**config.mk**
```make
export PLATFORM = sky130hd
export DESIGN_NAME = s2k_fifo
export DESIGN_NICKNAME = d
export VERILOG_FILES = /design/src/hdl/s2k_pkg.sv /design/src/hdl/s2k_fifo.sv
export SDC_FILE = /design/constraint.sdc
export NUM_CORES = 1
export LEC_CHECK = 0
export BUFFER_PORTS_ARGS = -buffer_cell sky130_fd_sc_hd__clkbuf_2
export CELL_PAD_IN_SITES_DETAIL_PLACEMENT = 1
export CELL_PAD_IN_SITES_GLOBAL_PLACEMENT = 1
export CORE_MARGIN = 2
export CORE_UTILIZATION = 43
export CTS_CLUSTER_SIZE = 10
export DETAILED_ROUTE_END_ITERATION = 6
export PLACE_DENSITY = 0.63
export SLEW_MARGIN = 20
export SYNTH_ARGS = -nofsm -noshare
export SYNTH_HDL_FRONTEND = slang
export SYNTH_SLANG_ARGS = --single-unit
```
**constraint.sdc**
```tcl
create_clock -name clk_i -period 3.5 [get_ports clk_i]
set_clock_uncertainty 0.05 [all_clocks]
set_input_delay 0.7 -clock clk_i [delete_from_list [all_inputs] [get_ports clk_i]]
set_output_delay 0.7 -clock clk_i [all_outputs]
set_load 0.03 [all_outputs]
```
**src/hdl/s2k_pkg.sv**
```systemverilog
// package: types, codes, keymap table and translation helpers
package s2k_pkg;

  localparam int unsigned FifoDepthDefault = 16;
  localparam logic [7:0]  KeymapRows = 8'h59;

  typedef enum logic [2:0] {
    KIND_SCAN     = 3'd0,
    KIND_READ     = 3'd1,
    KIND_PEEK     = 3'd2,
    KIND_READ_EXT = 3'd3,
    KIND_PEEK_EXT = 3'd4,
    KIND_STORE    = 3'd5,
    KIND_SHIFT    = 3'd6,
    KIND_EXTFLAGS = 3'd7
  } kind_e;

  typedef struct packed {
    logic [2:0]  kind;
    logic [7:0]  scan_byte;
    logic [15:0] store_word;
  } in_beat_t;

  typedef struct packed {
    logic [15:0] result_word;
    logic        empty_res;
    logic        full_res;
    logic        reset_request;
  } out_beat_t;

  // scancode decoder outcome, handed to the fifo
  typedef struct packed {
    logic        push;
    logic [15:0] word;
    logic        reset_req;
  } scan_res_t;

  function automatic logic [63:0] keymap_row(input logic [6:0] sc);
    logic [63:0] r;
    r = '0;
    unique case (sc)
      7'h01: r = {16'h011b,16'h011b,16'h011b,16'h01f0};
      7'h02: r = {16'h0231,16'h0221,16'h0000,16'h7800};
      7'h03: r = {16'h0332,16'h0340,16'h0300,16'h7900};
      7'h04: r = {16'h0433,16'h0423,16'h0000,16'h7a00};
      7'h05: r = {16'h0534,16'h0524,16'h0000,16'h7b00};
      7'h06: r = {16'h0635,16'h0625,16'h0000,16'h7c00};
      7'h07: r = {16'h0736,16'h075e,16'h071e,16'h7d00};
      7'h08: r = {16'h0837,16'h0826,16'h0000,16'h7e00};
      7'h09: r = {16'h0938,16'h092a,16'h0000,16'h7f00};
      7'h0a: r = {16'h0a39,16'h0a28,16'h0000,16'h8000};
      7'h0b: r = {16'h0b30,16'h0b29,16'h0000,16'h8100};
      7'h0c: r = {16'h0c2d,16'h0c5f,16'h0c1f,16'h8200};
      7'h0d: r = {16'h0d3d,16'h0d2b,16'h0000,16'h8300};
      7'h0e: r = {16'h0e08,16'h0e08,16'h0e7f,16'h0ef0};
      7'h0f: r = {16'h0f09,16'h0f00,16'h9400,16'ha5f0};
      7'h10: r = {16'h1071,16'h1051,16'h1011,16'h1000};
      7'h11: r = {16'h1177,16'h1157,16'h1117,16'h1100};
      7'h12: r = {16'h1265,16'h1245,16'h1205,16'h1200};
      7'h13: r = {16'h1372,16'h1352,16'h1312,16'h1300};
      7'h14: r = {16'h1474,16'h1454,16'h1414,16'h1400};
      7'h15: r = {16'h1579,16'h1559,16'h1519,16'h1500};
      7'h16: r = {16'h1675,16'h1655,16'h1615,16'h1600};
      7'h17: r = {16'h1769,16'h1749,16'h1709,16'h1700};
      7'h18: r = {16'h186f,16'h184f,16'h180f,16'h1800};
      7'h19: r = {16'h1970,16'h1950,16'h1910,16'h1900};
      7'h1a: r = {16'h1a5b,16'h1a7b,16'h1a1b,16'h1af0};
      7'h1b: r = {16'h1b5d,16'h1b7d,16'h1b1d,16'h1bf0};
      7'h1c: r = {16'h1c0d,16'h1c0d,16'h1c0a,16'h1cf0};
      7'h1e: r = {16'h1e61,16'h1e41,16'h1e01,16'h1e00};
      7'h1f: r = {16'h1f73,16'h1f53,16'h1f13,16'h1f00};
      7'h20: r = {16'h2064,16'h2044,16'h2004,16'h2000};
      7'h21: r = {16'h2166,16'h2146,16'h2106,16'h2100};
      7'h22: r = {16'h2267,16'h2247,16'h2207,16'h2200};
      7'h23: r = {16'h2368,16'h2348,16'h2308,16'h2300};
      7'h24: r = {16'h246a,16'h244a,16'h240a,16'h2400};
      7'h25: r = {16'h256b,16'h254b,16'h250b,16'h2500};
      7'h26: r = {16'h266c,16'h264c,16'h260c,16'h2600};
      7'h27: r = {16'h273b,16'h273a,16'h0000,16'h27f0};
      7'h28: r = {16'h2827,16'h2822,16'h0000,16'h28f0};
      7'h29: r = {16'h2960,16'h297e,16'h0000,16'h29f0};
      7'h2b: r = {16'h2b5c,16'h2b7c,16'h2b1c,16'h2bf0};
      7'h2c: r = {16'h2c7a,16'h2c5a,16'h2c1a,16'h2c00};
      7'h2d: r = {16'h2d78,16'h2d58,16'h2d18,16'h2d00};
      7'h2e: r = {16'h2e63,16'h2e43,16'h2e03,16'h2e00};
      7'h2f: r = {16'h2f76,16'h2f56,16'h2f16,16'h2f00};
      7'h30: r = {16'h3062,16'h3042,16'h3002,16'h3000};
      7'h31: r = {16'h316e,16'h314e,16'h310e,16'h3100};
      7'h32: r = {16'h326d,16'h324d,16'h320d,16'h3200};
      7'h33: r = {16'h332c,16'h333c,16'h0000,16'h33f0};
      7'h34: r = {16'h342e,16'h343e,16'h0000,16'h34f0};
      7'h35: r = {16'h352f,16'h353f,16'h0000,16'h35f0};
      7'h37: r = {16'h372a,16'h372a,16'h9600,16'h37f0};
      7'h39: r = {16'h3920,16'h3920,16'h3920,16'h3920};
      7'h3b: r = {16'h3b00,16'h5400,16'h5e00,16'h6800};
      7'h3c: r = {16'h3c00,16'h5500,16'h5f00,16'h6900};
      7'h3d: r = {16'h3d00,16'h5600,16'h6000,16'h6a00};
      7'h3e: r = {16'h3e00,16'h5700,16'h6100,16'h6b00};
      7'h3f: r = {16'h3f00,16'h5800,16'h6200,16'h6c00};
      7'h40: r = {16'h4000,16'h5900,16'h6300,16'h6d00};
      7'h41: r = {16'h4100,16'h5a00,16'h6400,16'h6e00};
      7'h42: r = {16'h4200,16'h5b00,16'h6500,16'h6f00};
      7'h43: r = {16'h4300,16'h5c00,16'h6600,16'h7000};
      7'h44: r = {16'h4400,16'h5d00,16'h6700,16'h7100};
      7'h47: r = {16'h4700,16'h4737,16'h7700,16'h0000};
      7'h48: r = {16'h4800,16'h4838,16'h8d00,16'h0000};
      7'h49: r = {16'h4900,16'h4939,16'h8400,16'h0000};
      7'h4a: r = {16'h4a2d,16'h4a2d,16'h8e00,16'h4af0};
      7'h4b: r = {16'h4b00,16'h4b34,16'h7300,16'h0000};
      7'h4c: r = {16'h4c00,16'h4c35,16'h8f00,16'h0000};
      7'h4d: r = {16'h4d00,16'h4d36,16'h7400,16'h0000};
      7'h4e: r = {16'h4e2b,16'h4e2b,16'h9000,16'h4ef0};
      7'h4f: r = {16'h4f00,16'h4f31,16'h7500,16'h0000};
      7'h50: r = {16'h5000,16'h5032,16'h9100,16'h0000};
      7'h51: r = {16'h5100,16'h5133,16'h7600,16'h0000};
      7'h52: r = {16'h5200,16'h5230,16'h9200,16'h0000};
      7'h53: r = {16'h5300,16'h532e,16'h9300,16'h0000};
      7'h56: r = {16'h565c,16'h567c,16'h0000,16'h0000};
      7'h57: r = {16'h8500,16'h8700,16'h8900,16'h8b00};
      7'h58: r = {16'h8600,16'h8800,16'h8a00,16'h8c00};
      default: r = '0;
    endcase
    return r;
  endfunction

  // fixups applied on the way out of the fifo
  function automatic logic [15:0] read_fix(input logic [15:0] kc_in, input logic std_rd);
    logic [15:0] kc;
    logic [7:0]  lo;
    kc = kc_in;
    lo = kc_in[7:0];
    if (std_rd) begin
      if (lo == 8'he0 && kc[15:8] != 8'h00) kc = {kc[15:8], 8'h00};
      else if (kc == 16'he00d || kc == 16'he00a) kc = {8'h1c, lo};
      else if (kc == 16'he02f) kc = 16'h352f;
    end
    if (lo == 8'hf0 && kc[15:8] != 8'h00) kc = {kc[15:8], 8'h00};
    return kc;
  endfunction

endpackage

```
**src/hdl/s2k_fifo.sv**
```systemverilog
// keycode fifo: circular buffer with head and count
module s2k_fifo #(
  parameter int unsigned FifoDepth = s2k_pkg::FifoDepthDefault
) (
  input  logic        clk_i,
  input  logic        rst_ni,
  input  logic        push_i,
  input  logic [15:0] push_word_i,
  input  logic        pop_i,
  output logic        empty_o,
  output logic        full_o,
  output logic [15:0] head_word_o
);
  localparam int unsigned AW = (FifoDepth > 1) ? $clog2(FifoDepth) : 1;
  localparam int unsigned CW = $clog2(FifoDepth + 1);

  logic [15:0]   mem_q [FifoDepth];
  logic [15:0]   head_word_q;
  logic [AW-1:0] head_q, head_d, wr_idx;
  logic [CW-1:0] count_q, count_d;
  logic [AW:0]   wsum;
  logic          do_push, do_pop;

  assign empty_o = count_q == '0;
  assign full_o  = count_q == CW'(FifoDepth);
  assign do_push = push_i && !full_o;
  assign do_pop  = pop_i && !empty_o;
  assign head_word_o = head_word_q;

  always_comb begin
    wsum = {1'b0, head_q} + (AW + 1)'(count_q);
    wr_idx = (wsum >= (AW + 1)'(FifoDepth)) ? AW'(wsum - (AW + 1)'(FifoDepth)) : wsum[AW-1:0];
    head_d = head_q;
    if (do_pop) head_d = (head_q == AW'(FifoDepth - 1)) ? '0 : head_q + AW'(1);
    count_d = count_q + CW'(do_push) - CW'(do_pop);
  end

  always_ff @(posedge clk_i or negedge rst_ni) begin
    if (!rst_ni) begin
      head_q  <= '0;
      count_q <= '0;
    end else begin
      head_q  <= head_d;
      count_q <= count_d;
    end
  end

  // head word kept in a register: loaded on push into empty, refetched on pop
  always_ff @(posedge clk_i) begin
    if (do_push) mem_q[wr_idx] <= push_word_i;
    if (do_push && empty_o) head_word_q <= push_word_i;
    else if (do_pop) head_word_q <= mem_q[head_d];
  end

  a_no_both: assert property (@(posedge clk_i) disable iff (!rst_ni) !(push_i && pop_i))
    else $error("push and pop together");
  a_bound: assert property (@(posedge clk_i) disable iff (!rst_ni)
    count_q <= CW'(FifoDepth)) else $error("count overflow");
  a_full_drop: assert property (@(posedge clk_i) disable iff (!rst_ni)
    push_i && full_o |=> $stable(count_q)) else $error("push into full fifo");
endmodule

```
; ---- Yosys cells after proc, flatten, opt, wreduce, memory -nomap -nowiden
; Memory sizes are Yosys's and may differ from the RTL's.
; Index checks and enable logic that the tools add are counted.
[classes]
addsub = 5
magnitude_cmp = 1
n_eq_ne = 2
muxes = 7
reduce_logical = 7
[ops]
columns = op, count
row1 = 2-to-1 mux 16 bit, 2
row2 = 2-to-1 mux 4 bit, 3
row3 = adder 4 x 5 -> 5 bit, 1
row4 = adder 5 x 1 -> 5 bit, 1
row5 = "equality test 5 bit, second input constant", 1
row6 = ">= comparator 5 bit, second input constant", 1
row7 = zero test 5 bit, 1
row8 = subtractor 5 x 1 -> 5 bit, 1
row9 = "adder 4 x 1 -> 4 bit, second input constant", 1
row10 = "equality test 4 bit, second input constant", 1
row11 = "subtractor 4 x 1 -> 4 bit, second input constant", 1
row12 = logical AND 1 bit, 3
row13 = zero test 1 bit, 2
row14 = 2-to-1 mux 1 bit, 2
row15 = nonzero test 2 bit, 1
[word_totals]
regBits = 25
mem_bits_rw = 256
input_bits = 20
output_inout_bits = 18
word_cells = 26
memories = 1
[memory_table]
columns = name, depth, word_bits, read_ports, rd_clocked_by_memory_dff, wr, line
row1 = mem_q, 16, 16, 1, 0, 1, s2k_fifo.sv:17  ; logic [15:0] mem_q [FifoDepth];

; ---- Depth between registers and ports, before layout
; An unclocked memory read counts as a cell.
[logic_depth]
depth_word = 7
mapped_depth = 15
depth_no_buf = 15

; ---- Worst setup path before layout
; OpenSTA, ideal clock, no wires.
[synth_timing]
kind = reg-to-reg
startpoint = register count_q[3]
endpoint = register count_q[4]
setup_time_ps = 125
arrival_ps = 3078
required_ps = 3325
path_slack_ps = 247
path_stages_with_launch = 15
n_path_buf = 0
period_less_slack_ps = 3253
cell_sequence = dfrtp_1 inv_1 ha_1 nor4bb_1 nand2b_1 ha_1 inv_1 ha_1 inv_1 fa_1 inv_1 a21oi_1 nor2_1 nor2_1 xnor2_1
[synth_via]
elab_chain_len = 5
elab_cells_between_ends = 8
classes_between = 2 x add/sub / 1 x eq/ne / 5 x reduce/logical
[synth_rtl]
columns = item, line
row1 = "start, declared", s2k_fifo.sv:20  ; logic [CW-1:0] count_q, count_d;
row2 = "start signal, assigned", s2k_fifo.sv:44  ; count_q <= count_d;
row3 = equality test 5 bit, s2k_fifo.sv:25  ; assign full_o = count_q == CW'(FifoDepth);
row4 = via full_o, s2k_fifo.sv:11  ; output logic full_o,
row5 = zero test 1 bit, s2k_fifo.sv:26  ; assign do_push = push_i && !full_o;
row6 = logical AND 1 bit, s2k_fifo.sv:26
row7 = adder 5 x 1 -> 5 bit, s2k_fifo.sv:35  ; count_d = count_q + CW'(do_push) - CW'(do_pop);
row8 = subtractor 5 x 1 -> 5 bit, s2k_fifo.sv:35
row9 = via count_d[4], s2k_fifo.sv:20
; The timed path passes the listed nets, and every way through them passes these cells.
; A chain may end at the register's enable or synchronous reset.

; ---- Final worst setup path
[layout_timing]
startpoint = register count_q[3]
endpoint = register head_word_q[8] (netlist: head_word_o[8]), data pin
[layout_via]
elab_chain_len = 7
elab_cells_between_ends = 11
classes_between = 1 x eq/ne / 3 x mux / 6 x reduce/logical / 1 x memory
[layout_rtl]
columns = item, line
row1 = zero test 5 bit, s2k_fifo.sv:24  ; assign empty_o = count_q == '0;
row2 = zero test 1 bit, s2k_fifo.sv:27  ; assign do_pop = pop_i && !empty_o;
row3 = logical AND 1 bit, s2k_fifo.sv:27
row4 = 2-to-1 mux 4 bit, s2k_fifo.sv:34  ; if (do_pop) head_d = (head_q == AW'(FifoDepth - 1)) ? '0 : head_q + AW'(1);
row5 = memory (16 x 16 bit), -
row6 = 2-to-1 mux 16 bit, s2k_fifo.sv:52  ; else if (do_pop) head_word_q <= mem_q[head_d];
row7 = 2-to-1 mux 16 bit *, s2k_fifo.sv:51  ; if (do_push && empty_o) head_word_q <= push_word_i;
row8 = "end signal, assigned", s2k_fifo.sv:51
row9 = "end signal, assigned", s2k_fifo.sv:52
row10 = "end, declared", s2k_fifo.sv:18  ; logic [15:0] head_word_q;
; Every way passes the cells marked *; elsewhere a longest branch is shown, timed or not. The select of a mux whose other input is x is not followed.

==> impl_metrics.toml <==
[outcome]
status = "completed"

[critical_path]
arrival_ns = 3.42
crit_type = "flop to flop"
cp.required_ns = 3.68
startpoint_type = "flop"
worst-path-buf-inv = 3
timing.rr.start = "count_q[3]"
cp_top_family = "simple AND/OR/NAND/NOR gates"
r2r_cells = 11
r2r-end = "head_word_o[8]"
r2r_slack_ns = 0.26
slowest_stage = "or4b_4"
critPathMaxFanout = 20
endpoint_kind = "flop"
path_depth = 11
max_stage_delay_ns = 0.52
crit_top_cell = "inv_1"
crit_chain = "inv_1 -> ha_1 -> or4b_4 -> nand2_2 -> inv_1 -> o22a_1 -> buf_12 -> o22ai_1 -> a211oi_1 -> nor3_1 -> a31oi_1"

[cells_and_area]
n_fill_cell = 2532
area_growth_pct = 15.0
layout_common_cells = "272 x edfxtp_1, 93 x nand2_1, 45 x o22ai_1, 45 x a211oi_1, 43 x nor2_1"
nNetsFinal = 890
mostFrequentLayoutCell = "edfxtp_1"
layout-drive-gt1-share = 0.158
num_antenna_cells = 0

[synth]
netlist_area_sq_um = 11400
synth_edf_count = 272
synth-seq-area-share = 0.736
synth-seq-cells = 281
synth_cells = 801
synthArstFlopShare = 0.0320
ys_warn_count = 0
syn_nets = 833
synth_ff_type = "edfxtp_1"
synthDistinctLibCells = 48
synth_area_per_cell_sq_um = 14.2

[timing]
hold_viol = 0
final.min_clock_period_ns = 3.24
worst_pin_slew_ns = 1.08
rsz0062_at_grt = "false"
worst_slack_ns = 0.260
slew_viol_final = 0
setup_violations = 0
finalCritPeriodShare = 0.926
fin_tns_setup_ns = 0
slew_headroom = 0.281
clock.fmax_mhz = 309

[global_route]
grt_use_total = 0.229
grt_pass1_vias = 7881
grt_antenna_before_repair = 0
grt_pass1_wl_microns = 48200
grt_max_degree = 62
globalRoute.totalOverflow = 0

[clock_tree]
cts_made_buffers = 34
clkTransAtPathRegs_ns = 0.06
cts_tree = "done"
insertion_delay_ns = 0.50
htreeDepth = 2
root_buffer = "clkbuf_16"
ctsResizeCount = 0
clkSinkCount = 281
ctsHoldBuffers = 0
cts_setup_buffers = 0
cts_buffer_depth = 3

[power]
ir_drop_uv = 455
cellPowerDensity_nw_per_um2 = 1000
cellLeakagePower_nw = 4.38

[place]
post-place-ws_ns = 0.240
numPortBuffers = 37
place_congestion = 0.873
dp_hpwl_microns = 18500

[flow_run]
drv_cap = 0

[die]
start_util = 0.438
ioPinCount = 38
die_width_microns = 167
rows = 59
die_h_microns = 167
die_area_sq_um = 27800
core_sq_um = 26100

[min_path]
min_path_type = "primary input to async pin"

[routing]
ant_nets = 0
dr.pass1.iters = 5
drt_iter0_drc = 507
wirelength_microns = 31500
wl_per_cell_microns = 26.3
dr_total_vias = 7285
viasPerCell = 6.09
drc = 0
## sequential cells by signal, summed over array words and instances, names as in the netlist
| name | flops |
|---|---|
| count_q | 5 |
| mem_q | 256 |
| head_q | 4 |
| head_word_o | 16 |
## how the worst max path moves through the flow
| stage | from | endpoint |
|---|---|---|
| after detailed placement | count_q[3] | head_word_o[10] |
| after CTS | count_q[3] | head_word_o[10] |
| after global routing | count_q[3] | head_word_o[8] |
| final | count_q[3] | head_word_o[8] |
| after floorplan | count_q[3] | count_q[4] |
| after global placement | count_q[3] | head_word_o[8] |
## cells by family after synthesis
| family | share of synthesized area |
|---|---|
| flip-flops | 0.736 |
| multiplexers | 0.00176 |
| AND/OR/NAND/NOR | 0.0981 |
| XOR/XNOR | 0.00768 |
| buffers and inverters | 0.0285 |
| AO/OA/AOI/OAI | 0.113 |
| adder cells (fa/ha/maj) | 0.0145 |
## per-layer routing
layer  global-route usage  up-vias  wire, microns
met3               0.0368       74           1480
met4               0.0986        0           1370
li1                     -     3246              -
met1                0.313     3775          13700
met2                0.367      190          14900
met5                    0        -              0
## cell usage after synthesis, types with 3 or more instances
cell | number | share of area
buf_2 | 14 | 0.0061
a31oi_1 | 33 | 0.018
o22ai_1 | 45 | 0.025
nor2b_1 | 3 | 0.0016
xnor2_1 | 6 | 0.0046
nand3_1 | 34 | 0.015
xor2_1 | 4 | 0.0031
a21oi_1 | 7 | 0.0031
a32oi_1 | 19 | 0.015
nor4_1 | 16 | 0.0088
a211oi_1 | 45 | 0.030
clkbuf_1 | 32 | 0.011
a311oi_1 | 15 | 0.012
and3_1 | 15 | 0.0082
nor2_1 | 57 | 0.019
ha_1 | 10 | 0.011
dfrtp_1 | 9 | 0.020
edfxtp_1 | 272 | 0.72
nor3_1 | 18 | 0.0079
nand2_1 | 93 | 0.031
a21o_1 | 3 | 0.0020
buf_6 | 4 | 0.0040
inv_1 | 17 | 0.0056
## cell type report
class,count,area [sq um],share of cell area
flip-flops and latches,281,8390,0.640
well taps,335,419,0.0320
multi-input cells,449,2750,0.210
clock buffers,35,855,0.0652
repair buffers,73,556,0.0424
clock inverters,4,53.8,0.00410
inverters,19,78.8,0.00601
## power breakdown
| part | leakage (nW) | switching (mW) | internal, mW |
|---|---|---|---|
| Sequential | 2.58 | 0.342 | 4.77 |
| Clock | 0.444 | 1.23 | 1.80 |
| Combinational | 1.36 | 3.46 | 1.55 |
| Total | 4.38 | 5.03 | 8.12 |
## stage by stage
stage	instance area, sq um	hold slack, ns	instances	utilization	power [mW]
6_report	13100	0.0177	1196	0.503	13.2
5_1_grt	13100	0.0223	1196	0.503	13.9
4_1_cts	13100	0.0185	1196	0.503	13.3
3_5_place_dp	12200	0.527	1157	0.468	10.2
3_3_place_gp	12200	0.525	1157	0.468	10.0
2_1_floorplan	11400	0.354	801	-	8.21
Power figures use the tool's default switching activity.
